**config.mk**
```make
export PLATFORM = sky130hd
export DESIGN_NAME = dltc_level_check
export DESIGN_NICKNAME = d
export VERILOG_FILES = /design/src/sv/dltc_pkg.sv /design/src/sv/dltc_lane.sv /design/src/sv/dltc_level_check.sv
export SDC_FILE = /design/constraint.sdc
export NUM_CORES = 1
export LEC_CHECK = 0
export BUFFER_PORTS_ARGS = -buffer_cell sky130_fd_sc_hd__buf_2
export CAP_MARGIN = 5
export CORE_MARGIN = 1
export CORE_UTILIZATION = 40
export DETAILED_ROUTE_END_ITERATION = 10
export GPL_TIMING_DRIVEN = 0
export PLACE_DENSITY = 0.7
export SLEW_MARGIN = 25
export SYNTH_ARGS = -nofsm -noshare
export SYNTH_HDL_FRONTEND = slang
export SYNTH_SLANG_ARGS = --single-unit
```
**constraint.sdc**
```tcl
create_clock -name clk -period 5 [get_ports clk]
set_clock_uncertainty 0.1 [all_clocks]
set_input_delay 1 -clock clk [delete_from_list [all_inputs] [get_ports clk]]
set_output_delay 1 -clock clk [all_outputs]
set_load 0.1 [all_outputs]
```
**src/sv/dltc_pkg.sv**
```systemverilog
`timescale 1ns / 1ps
`default_nettype none

package dltc_pkg;

	// Field widths fixed by the level and result formats.
	localparam int unsigned RATE_W    = 24;
	localparam int unsigned VOLT_W    = 22;
	localparam int unsigned DIV_W     = 16;
	localparam int unsigned CCOUNT_W  = 4;
	localparam int unsigned LVL_W     = 6;
	localparam int unsigned STATUS_W  = 2;
	localparam int unsigned DIV_PORTS = 7;

	// Defaults of the top-level parameters.
	localparam int unsigned MAX_CLOCKS_DEF  = 8;
	localparam int unsigned LEVEL_LIMIT_DEF = 32;

	// Limits of the level checks and start values of the table state.
	localparam logic [DIV_W-1:0]  DIVIDER_MAX   = 16'd63;
	localparam logic [VOLT_W-1:0] VOLTAGE_FLOOR = 22'd500000;
	localparam logic [RATE_W-1:0] RATE_ALL_ONES = '1;
	localparam logic [VOLT_W-1:0] VOLT_ALL_ONES = '1;

	// Register reset values.
	localparam logic [RATE_W-1:0]   MIN_RATE_RST  = '0;
	localparam logic [RATE_W-1:0]   MAX_RATE_RST  = '1;
	localparam logic [VOLT_W-1:0]   MAX_VOLT_RST  = 22'd1475000;
	localparam logic [CCOUNT_W-1:0] CCOUNT_RST    = 4'd1;
	localparam logic [LVL_W-1:0]    LEVEL_SEL_RST = '1;

	// Register word indexes on the configuration port.
	localparam int unsigned REG_IDX_W = 3;
	localparam logic [REG_IDX_W-1:0] REG_MIN_RATE  = 3'd0;
	localparam logic [REG_IDX_W-1:0] REG_MAX_RATE  = 3'd1;
	localparam logic [REG_IDX_W-1:0] REG_MAX_VOLT  = 3'd2;
	localparam logic [REG_IDX_W-1:0] REG_CCOUNT    = 3'd3;
	localparam logic [REG_IDX_W-1:0] REG_BOOT_LVL  = 3'd4;
	localparam logic [REG_IDX_W-1:0] REG_RESUME_LVL = 3'd5;

	// Status codes.
	localparam logic [STATUS_W-1:0] ST_OK    = 2'd0;
	localparam logic [STATUS_W-1:0] ST_ORDER = 2'd1;
	localparam logic [STATUS_W-1:0] ST_RANGE = 2'd2;
	localparam logic [STATUS_W-1:0] ST_EMPTY = 2'd3;

	typedef struct packed {
		logic [RATE_W-1:0]   rate_lo;
		logic [RATE_W-1:0]   rate_hi;
		logic [VOLT_W-1:0]   max_volt;
		logic [CCOUNT_W-1:0] clock_count;
		logic [LVL_W-1:0]    boot_idx;
		logic [LVL_W-1:0]    resume_idx;
	} dltc_cfg_t;

	typedef struct packed {
		logic [STATUS_W-1:0] status;
		logic                table_done;
		logic [RATE_W-1:0]   top_khz;
		logic [RATE_W-1:0]   bottom_khz;
		logic [LVL_W-1:0]    levels_seen;
	} dltc_result_t;

endpackage

`default_nettype wire

```
**src/sv/dltc_lane.sv**
```systemverilog
`timescale 1ns / 1ps
`default_nettype none

module dltc_lane #(
	parameter int unsigned LANE = 1
) (
	input  wire logic [dltc_pkg::CCOUNT_W-1:0] clock_count,
	input  wire logic [dltc_pkg::DIV_W-1:0]    divider,
	output logic                               bad
);
	import dltc_pkg::*;

	logic in_use;

	// A clock value counts only if the configured count reaches past this lane.
	assign in_use = clock_count > CCOUNT_W'(LANE);
	assign bad    = in_use && (divider > DIVIDER_MAX);

endmodule

`default_nettype wire

```
**src/sv/dltc_level_check.sv**
```systemverilog
`timescale 1ns / 1ps
`default_nettype none

module dltc_level_check #(
	parameter int unsigned MAX_CLOCKS  = dltc_pkg::MAX_CLOCKS_DEF,
	parameter int unsigned LEVEL_LIMIT = dltc_pkg::LEVEL_LIMIT_DEF
) (
	input  wire logic                                           clk,
	input  wire logic                                           arst_n,
	input  wire logic                                           accept,
	input  wire dltc_pkg::dltc_cfg_t                            cfg,
	input  wire logic [dltc_pkg::RATE_W-1:0]                    level_rate,
	input  wire logic [dltc_pkg::VOLT_W-1:0]                    level_volt,
	input  wire logic                                           level_enabled,
	input  wire logic [dltc_pkg::RATE_W-1:0]                    first_clock,
	input  wire logic [dltc_pkg::DIV_PORTS-1:0][dltc_pkg::DIV_W-1:0] dividers,
	input  wire logic                                           is_last,
	output dltc_pkg::dltc_result_t                              result
);
	import dltc_pkg::*;

	// Table state.
	logic [RATE_W-1:0]   prior_rate_q, prior_rate_n;
	logic [VOLT_W-1:0]   prior_volt_q, prior_volt_n;
	logic [RATE_W-1:0]   top_q, top_n;
	logic [RATE_W-1:0]   bottom_q, bottom_n;
	logic [LVL_W-1:0]    tally_q, tally_n;
	logic [LVL_W-1:0]    index_q, index_n;
	logic [STATUS_W-1:0] first_err_q, first_err_n;
	logic                boot_en_q, boot_en_n;
	logic                resume_en_q, resume_en_n;

	logic [MAX_CLOCKS-1:0] lane_bad;
	logic                  div_err;
	logic                  over_limit;
	logic                  order_bad;
	logic                  volt_bad;
	logic [STATUS_W-1:0]   level_err;
	logic                  commit;
	logic [STATUS_W-1:0]   final_status;

	// Bad index: below minus one, past the level count, or naming a disabled level.
	function automatic logic index_bad(input logic [LVL_W-1:0] idx,
			input logic [LVL_W-1:0] count, input logic enabled);
		logic result_bad;
		if (idx[LVL_W-1]) begin
			result_bad = (idx != LEVEL_SEL_RST);
		end else begin
			result_bad = (idx >= count) || !enabled;
		end
		return result_bad;
	endfunction

	// One lane per divider that can be in use; the first clock has no lane.
	assign lane_bad[0] = 1'b0;
	for (genvar j = 1; j < MAX_CLOCKS; j++) begin : g_lane
		dltc_lane #(
			.LANE(j)
		) u_lane (
			.clock_count(cfg.clock_count),
			.divider    (dividers[j-1]),
			.bad        (lane_bad[j])
		);
	end

	// Merge the lane results with the rate and voltage tests.
	always_comb begin
		div_err    = |lane_bad;
		over_limit = index_q >= LVL_W'(LEVEL_LIMIT);
		order_bad  = ((index_q != '0) && (level_rate >= prior_rate_q)) ||
			(level_rate < cfg.rate_lo) || (level_rate > cfg.rate_hi) ||
			(first_clock != level_rate);
		volt_bad   = level_enabled && ((level_volt < VOLTAGE_FLOOR) ||
			(level_volt > cfg.max_volt) || (level_volt > prior_volt_q));
		priority if (over_limit || order_bad) begin
			level_err = ST_ORDER;
		end else if (div_err || volt_bad) begin
			level_err = ST_RANGE;
		end else begin
			level_err = ST_OK;
		end
		commit = (level_err == ST_OK) && (first_err_q == ST_OK);
	end

	// Next table state after this level.
	always_comb begin
		prior_rate_n = prior_rate_q;
		prior_volt_n = prior_volt_q;
		top_n        = top_q;
		bottom_n     = bottom_q;
		tally_n      = tally_q;
		boot_en_n    = boot_en_q;
		resume_en_n  = resume_en_q;
		if (commit) begin
			prior_rate_n = level_rate;
			if (level_enabled) begin
				prior_volt_n = level_volt;
				if (tally_q == '0) begin
					top_n = level_rate;
				end
				bottom_n = level_rate;
				tally_n  = tally_q + 1'b1;
				if (!cfg.boot_idx[LVL_W-1] && (cfg.boot_idx == index_q)) begin
					boot_en_n = 1'b1;
				end
				if (!cfg.resume_idx[LVL_W-1] && (cfg.resume_idx == index_q)) begin
					resume_en_n = 1'b1;
				end
			end
		end
		index_n     = over_limit ? index_q : index_q + 1'b1;
		first_err_n = (first_err_q == ST_OK) ? level_err : first_err_q;
	end

	// Closing status of the table.
	always_comb begin
		priority if (first_err_n != ST_OK) begin
			final_status = first_err_n;
		end else if (tally_n == '0) begin
			final_status = ST_EMPTY;
		end else if (index_bad(cfg.boot_idx, index_n, boot_en_n) ||
				index_bad(cfg.resume_idx, index_n, resume_en_n)) begin
			final_status = ST_ORDER;
		end else begin
			final_status = ST_OK;
		end
	end

	// Result of this level.
	always_comb begin
		result.table_done  = is_last;
		result.levels_seen = index_n;
		result.status      = is_last ? final_status : first_err_n;
		result.top_khz     = '0;
		result.bottom_khz  = '0;
		if (is_last && (final_status == ST_OK)) begin
			result.top_khz    = top_n;
			result.bottom_khz = bottom_n;
		end
	end

	// The last level returns the table state to its start values.
	always_ff @(posedge clk or negedge arst_n) begin
		if (!arst_n) begin
			prior_rate_q <= RATE_ALL_ONES;
			prior_volt_q <= VOLT_ALL_ONES;
			top_q        <= '0;
			bottom_q     <= '0;
			tally_q      <= '0;
			index_q      <= '0;
			first_err_q  <= ST_OK;
			boot_en_q    <= 1'b0;
			resume_en_q  <= 1'b0;
		end else if (accept) begin
			if (is_last) begin
				prior_rate_q <= RATE_ALL_ONES;
				prior_volt_q <= VOLT_ALL_ONES;
				top_q        <= '0;
				bottom_q     <= '0;
				tally_q      <= '0;
				index_q      <= '0;
				first_err_q  <= ST_OK;
				boot_en_q    <= 1'b0;
				resume_en_q  <= 1'b0;
			end else begin
				prior_rate_q <= prior_rate_n;
				prior_volt_q <= prior_volt_n;
				top_q        <= top_n;
				bottom_q     <= bottom_n;
				tally_q      <= tally_n;
				index_q      <= index_n;
				first_err_q  <= first_err_n;
				boot_en_q    <= boot_en_n;
				resume_en_q  <= resume_en_n;
			end
		end
	end

endmodule

`default_nettype wire

```
==> Yosys cells after proc, flatten, opt, wreduce, memory -nomap -nowiden <==
Index checks and enable logic that the tools add are counted.
{ "totals": {"output_inout_bits": 57, "register_bits": 110, "word_cells": 118, "in_bits": 273} }
{ "op_classes": {"n_eq_ne": 5, "addsub": 2, "n_reduce_logical": 39, "mux": 40, "magnitude_cmp": 23} }
{ "ops": {"columns": ["cell", "count"], "rows": [
  ["$mux W24", 9],
  ["$gt A16 B6 Y1 const B", 7],
  ["$mux W22", 3],
  ["$mux W48", 1],
  ["$gt A22 B22 Y1", 2],
  ["$mux W6", 5],
  ["$ge A24 B24 Y1", 1],
  ["$gt A24 B24 Y1", 1],
  ["$lt A24 B24 Y1", 1],
  ["$ne A24 B24 Y1", 1],
  ["$lt A22 B19 Y1 const B", 1],
  ["$gt A4 B3 Y1 const B", 4],
  ["$mux W1", 15],
  ["$mux W2", 7],
  ["$logic_and A1 B1 Y1", 13],
  ["$add A6 B1 Y6 const B", 2],
  ["$eq A6 B6 Y1", 2],
  ["$ge A6 B6 Y1", 2],
  ["$logic_not A6 Y1", 2],
  ["$ne A6 B6 Y1 const B", 2],
  ["$logic_or A1 B1 Y1", 10],
  ["$gt A4 B2 Y1 const B", 2],
  ["$reduce_or A7 Y1", 1],
  ["$ge A6 B6 Y1 const B", 1],
  ["7 further kinds", 14]
]} }

==> Logic depth before layout (Yosys ltp) <==
Gate-level depths: netlist of run 1.
{ "logic_depth": {"depth_word": 22, "mapped_depth": 16, "ltp_nobuf": 13} }

==> By module <==
From an unflattened synthesis of run 1, not the netlist that was laid out.
{ "unflattened": {"hier_cells": 1163, "area_unflattened_um2": 9768.1} }
{ "modules_own_cells": {"columns": ["module", "cells_per_inst", "instances", "seq_area_each_um2", "area_per_inst_um2"], "rows": [
  ["dltc_level_check", 1127, 1, 2810.2, 9567.9],
  ["dltc_lane (g_lane[1].u_lane ...)", 5, 2, 0.0, 27.5],
  ["dltc_lane (g_lane[3].u_lane ...)", 5, 2, 0.0, 26.3],
  ["dltc_lane (g_lane[4].u_lane)", 6, 1, 0.0, 33.8],
  ["dltc_lane (g_lane[2].u_lane)", 5, 1, 0.0, 30.0],
  ["dltc_lane (g_lane[6].u_lane)", 5, 1, 0.0, 28.8]
]} }

==> Worst setup path after synthesis of run 1 <==
OpenSTA, ideal clock, no wires.
{ "synth_path": {"kind": "register to output", "startpoint": "register index_q[5]", "endpoint": "output port result[13] in the netlist's numbering", "t_required_ps": 3900, "n_path_buf": 2, "arrival_ps": 5906, "setup_slack_ps": -2006, "stages_incl_launch_ff": 15, "cell_sequence": "dfrtp_1 clkbuf_1 xnor2_1 ha_1 nand2b_1 a21o_1 a21o_1 a211oi_1 o21a_1 o21ai_0 a22oi_1 o21ai_1 a311o_1 buf_2 a21oi_1"} }
{ "synth_lines": {"columns": ["item", "line", "text"], "rows": [
  ["start: declaration", "dltc_level_check.sv:28", "logic [LVL_W-1:0] index_q, index_n;"],
  ["start signal: assignment", "dltc_level_check.sv:171", "index_q <= index_n;"],
  ["end: declaration", "dltc_level_check.sv:18", "output dltc_pkg::dltc_result_t result"]
]} }

==> results.toml, run 1 <==
[synth]
avgSynthCellArea_um2 = 8.36
yosys_warnings = 0
synth_cells = 1106
synth.distinct_cells = 63
async_flop_share_pct = 100
synth_area_um2 = 9250
synth_common_cells = "nand2_1, inv_1, ha_1"
synth_top_area_share_pct = 17.7
yosysMostFrequentCell = "nand2_1"
synth_fp_nets = 1510
synthTopCellsByArea = "ha_1, dfrtp_1, dfstp_2"
synth-seq-area-share_pct = 30.4
synth-seq-cells = 110
synth_edf_count = 0
synth_top_area_cell = "ha_1"
ys.flop_type = "dfrtp_1"

[setup_path]
cp-end-kind = "output port"
cp_max_fo = 7
cp.arrival_ps = 4540
start_kind = "input pin"
cp_num_cells = 16
cpPeakStageDelay_ps = 480
critPathKind = "in2out"
crit_required_ps = 3900
cp_top_family = "compound AO/OA/AOI/OAI gates"
crit_buf_inv = 5
crit_chain = "buf_12, ha_4, nand4_1, nor4_4, buf_4, a221oi_4, o21ai_4, o211ai_1, nand4b_4, o311a_1, a31o_1, a311o_2, buf_12, buf_16, a21oi_4, buf_12"
critPathSlowestCell = "a311o_2"
crit_path_frequent_cell = "buf_12"
r2r_cells = 13

[finish]
layout.nets = 1848
drive_gt1_share_pct = 36.4
post-route-util_pct = 61.0
area.growth.synth_to_final_pct = 49.4
fill_cells = 1846
post-route-cell-area_um2 = 13800
seqCellArea_um2 = 2810
multi_input_area_um2 = 6770

[timing]
setup_viol = 50
relSlewSlack_pct = 28.3
hold_viol = 0
min_period_ps = 5640
worst_slew_pin_slew_ps = 1070
drv_slew = 0
hold-worst-slack_ps = 377
fin_crit_sh_pct = 113
rsz0062_at_grt = "yes"
postLayoutSetupSlackWorst_ps = -643
timing.fmax_mhz = 177

[placement]
post-dp-hpwl_um = 23600
numPortBuffers = 286
place.gp.congestion = 0.880
place_area_um2 = 11700

[status]
violations = "negative setup slack"
status = "finished with violations"

[cts]
holdBufCountCts = 0
clock_tree.buffer_depth = 2
numCtsBuffers = 9
worst_skew_pair.late_latency_ps = 360
cts_tree = "done"
htree_levels = 3
cts.clk_slew.worst_paths_ps = 60
clockRootBuffer = "clkbuf_16"
cts.sinks = 110

[floorplan]
die_w_um = 154
core_um2 = 22600
ios = 330
die_h_um = 154
die_area_um2 = 23700
start_util_pct = 40.8
rows = 55

[drt]
drt-total-wl_um = 33300
vias_per_cell = 5.65
drt_pass1_iterations = 6
routedWlPerCell_um = 19.2
vias = 9804
drtAntennaViolNets = 0
drc = 0
drt-initial-drc-count = 619

[grt]
antenna_found_initial = 3
grt_pass1_wl_um = 50800
overflow = 0
grt_usage_pct = 27.6
grt_max_degree = 72
grt_pass1_vias = 9649

[job]
cap_violations = 0

[power]
power.leakage_nw = 6.42
power_density_nw_per_um2 = 157
vdd_ir_drop_max_uv = 150

[min_path]
hp-class = "reg2reg"
whs_path_depth = 2
[per-layer routing]
metal  global-route usage [%]  vias up  part of all wire (%)
met4                     11.5        2                   3.3
met3                     4.71       72                   5.8
met1                     33.2     4747                    41
li1                         -     4603                     -
met2                     48.3      380                    50
met5                        0        -                 0.039
[sequential cells by signal, indices dropped and copies added (netlist names)]
| register | cells |
|---|---|
| bottom_q | 24 |
| prior_rate_q | 24 |
| top_q | 24 |
| prior_volt_q | 22 |
| index_q | 6 |
| tally_q | 6 |
| first_err_q | 2 |
| boot_en_q | 1 |
| resume_en_q | 1 |
[power by group]
group / internal [W] / total (W) / switching [W]
clock network: 0.000376 / 0.000700 / 0.000324
registers: 0.000895 / 0.000897 / 0.00000190
logic: 0.000237 / 0.000572 / 0.000336
[per-stage QoR]
step	power [W]	setup TNS (ps)	setup slack, ps	cells
6_report	0.00217	-29840	-643	1734
5_1_grt	0.00227	-34910	-743	1734
4_1_cts	0.00214	-25750	-576	1720
3_5_place_dp	0.00141	-76030	-1510	1678
3_3_place_gp	0.00139	-75640	-1600	1677
2_1_floorplan	0.00117	-7080	-183	1106
[layout by cell type (no fill, tap or decap), types with 32 or more instances in the layout]
master    netlist  final
a21oi_1       104     74
a21oi_4         0     48
buf_12          0     59
buf_2           7    218
buf_4           1     41
clkbuf_1       35     32
dfrtp_1        64     64
dfstp_2        46     46
ha_1          131    104
inv_1         136    123
nand2_1       146    142
nor2_1         59     57
[kinds of logic (layout without fill, tap and decap cells)]
logic type      count (synthesis)  after routing  synth area share [%]
buf+inv                       184            526                  7.85
simple gates                  310            310                  15.6
flops                         110            110                  30.4
other cells                     0              1                     0
fa+ha+maj                     131            131                  17.7
mux                             2              2                 0.217
xor+xnor                       40             40                  3.79
compound gates                329            329                  24.4
[worst register-to-register path, cell delays in order (launching register included)]
cell and delay, ps:
dfstp_2 530, inv_1 40, ha_1 290, nand4_1 200
nor4_4 90, a222oi_1 620, o2bb2ai_2 220, nand4b_4 200
or3_1 370, buf_6 140, buf_4 160, nor2_1 630
buf_2 410, a22o_1 200
[final timing paths]
path,start,endpoint,slack (ps)
max,level_rate[21],result[49],-640
min reg2reg,prior_volt_q[3],prior_volt_q[3],380
max reg2reg,prior_rate_q[18],bottom_q[13],750
min in group asynchronous,arst_n,bottom_q[2],440
min,prior_volt_q[3],prior_volt_q[3],380
max in group asynchronous,arst_n,prior_rate_q[16],3620
[timing repair]
action | CTS | global route
gates cloned | 3 | 1
setup endpoints to repair | 50 | 50
pin swaps | 24 | 21
setup buffers | 24 | 15
gates resized for setup | 292 | 55
[area by class of cell]
cell class | instances | share of cell area (%)
Antenna cell | 1 | 0.0181
Buffer | 48 | 2.18
Tap cell | 285 | 2.58
Timing Repair Buffer | 327 | 20.1
Multi-Input combinational cell | 812 | 49.0
Clock inverter | 1 | 0.0272
Inverter | 136 | 3.73
Sequential cell | 110 | 20.3
Clock buffer | 14 | 1.98
No activity file was read; power rests on OpenSTA's default activity.
==> run 2, diff against run 1 <==
- PLACE_DENSITY: 0.7 -> 0.69
==> results.toml, run 2 (synthesis results as in run 1) <==
[status]
status = "finished with violations"
violations = "negative setup slack"

[timing]
postLayoutSetupSlackWorst_ps = -629
rsz0062_at_grt = "yes"
relSlewSlack_pct = 37.9
fin_crit_sh_pct = 113
min_period_ps = 5630
setup_viol = 50
tns_ps = -28960
hold_viol = 0
timing.fmax_mhz = 178
worst_slew_pin_slew_ps = 925
drv_slew = 0

[floorplan]
die_area_um2 = 23700
die_w_um = 154
core_um2 = 22600
die_h_um = 154
start_util_pct = 40.8
rows = 55
ios = 330

[finish]
instances_no_fill = 1740
final_cell_mix = "buf_2, nand2_1, inv_1, ha_1, a21oi_1"
final_common_cell = "buf_2"
drive_gt1_share_pct = 37.1
area.growth.synth_to_final_pct = 50.9
layout.nets = 1852
reg.largest.list = "bottom_q: 24 flops, prior_rate_q: 24 flops, top_q: 24 flops"

[job]
cap_violations = 0

[min_path]
hp-class = "reg2reg"

[drt]
vias_per_cell = 5.64
drt-total-wl_um = 33600
wl_met3_um = 1930
top_layer = "met4"
drt_pass1_iterations = 5
vias = 9820
met1_length_um = 13900
routedWlPerCell_um = 19.3
drtAntennaViolNets = 0
drt-initial-drc-count = 557
wl_met2_um = 16600
drc = 0

[power]
power.leakage_nw = 6.50
vdd_ir_drop_max_uv = 153
power_density_nw_per_um2 = 157

[cts]
cts.sinks = 110
numCtsBuffers = 9
worst_skew_pair.late_latency_ps = 360
cts.clk_slew.worst_paths_ps = 70
clock_tree.buffer_depth = 2
clockRootBuffer = "clkbuf_16"
holdBufCountCts = 0
cts_tree = "done"
htree_levels = 3

[setup_path]
critPathKind = "in2out"
crit_path_frequent_cell = "buf_12"
cp.arrival_ps = 4530
crit_chain = "buf_2, ha_1, nand2_1, o21ai_0, a222oi_1, o2bb2ai_4, nand4b_4, o311a_1, a31o_1, a311o_2, buf_8, buf_12, a21oi_4, buf_12"
critPathSlowestCell = "a222oi_1"
cp_top_family = "compound AO/OA/AOI/OAI gates"
start_kind = "input pin"
crit_buf_inv = 4
cpPeakStageDelay_ps = 690
crit_required_ps = 3900
cp_max_fo = 9
cp-end-kind = "output port"

[grt]
overflow = 0
grt_pass1_vias = 9817
antenna_found_initial = 2
grt_usage_pct = 28.2
grt_pass1_wl_um = 52300
grt_max_degree = 70

[placement]
numPortBuffers = 286
place.gp.congestion = 0.854
placed_cells = 1678
post-dp-hpwl_um = 23600
run 2: area by class of cell:
cell class	count	area [um2]
Multi-Input combinational cell	813	6860
Clock buffer	11	233
Antenna cell	2	5.00
Buffer	48	308
Inverter	136	518
Tap cell	285	357
Clock inverter	5	50.0
Timing Repair Buffer	330	2820
Fill cell	1863	8680
Sequential cell	110	2810
run 2: worst min-delay path, delay by kind of cell, from the launching register on:
kind / cells / cell delay (ps)
AO/OA/AOI/OAI: 1 / 60
flip-flops: 1 / 360
buffers and inverters: 1 / 60
run 2: stage by stage:
| stage | utilization, % | total power, W | area (um2) | hold WS, ps | setup slack (ps) |
|---|---|---|---|---|---|
| 4_1_cts | 60.7 | 0.00218 | 13700 | 381 | -444 |
| 3_5_place_dp | 51.7 | 0.00141 | 11700 | 370 | -1670 |
| 3_3_place_gp | 51.5 | 0.00139 | 11700 | 365 | -1770 |
| 5_1_grt | 61.6 | 0.00229 | 14000 | 392 | -671 |
| 2_1_floorplan | - | 0.00117 | 9880 | 343 | -183 |
| 6_report | 61.6 | 0.00220 | 14000 | 379 | -629 |
run 2: repair_timing:
item	4_1_cts	5_1_grt
resized for setup	332	25
buffers inserted	24	16
hold endpoints to repair	0	0
gates cloned	5	2
pin swaps	36	21
setup endpoints to repair	61	50
run 2: power by group:
group	switching, W	internal [W]	leakage, nW
Combinational	0.000335	0.000234	4.98
Sequential	0.00000204	0.000895	1.37
Clock	0.000345	0.000387	0.143
run 2: worst paths after layout:
path	start	to	slack, ps	cells past startpoint
max	level_rate[10]	result[31]	-630	14
min	prior_volt_q[5]	prior_volt_q[5]	380	2
max reg2reg	prior_rate_q[2]	bottom_q[14]	580	15
min reg2reg	prior_volt_q[5]	prior_volt_q[5]	380	2
max in group asynchronous	arst_n	prior_rate_q[20]	3630	2
min in group asynchronous	arst_n	bottom_q[1]	440	1
run 2: layer usage:
layer / vias up / track usage (%)
li1: 4629 / -
met3: 82 / 3.75
met5: - / 0
met2: 408 / 49.3
met4: 0 / 12.4
met1: 4701 / 34.5
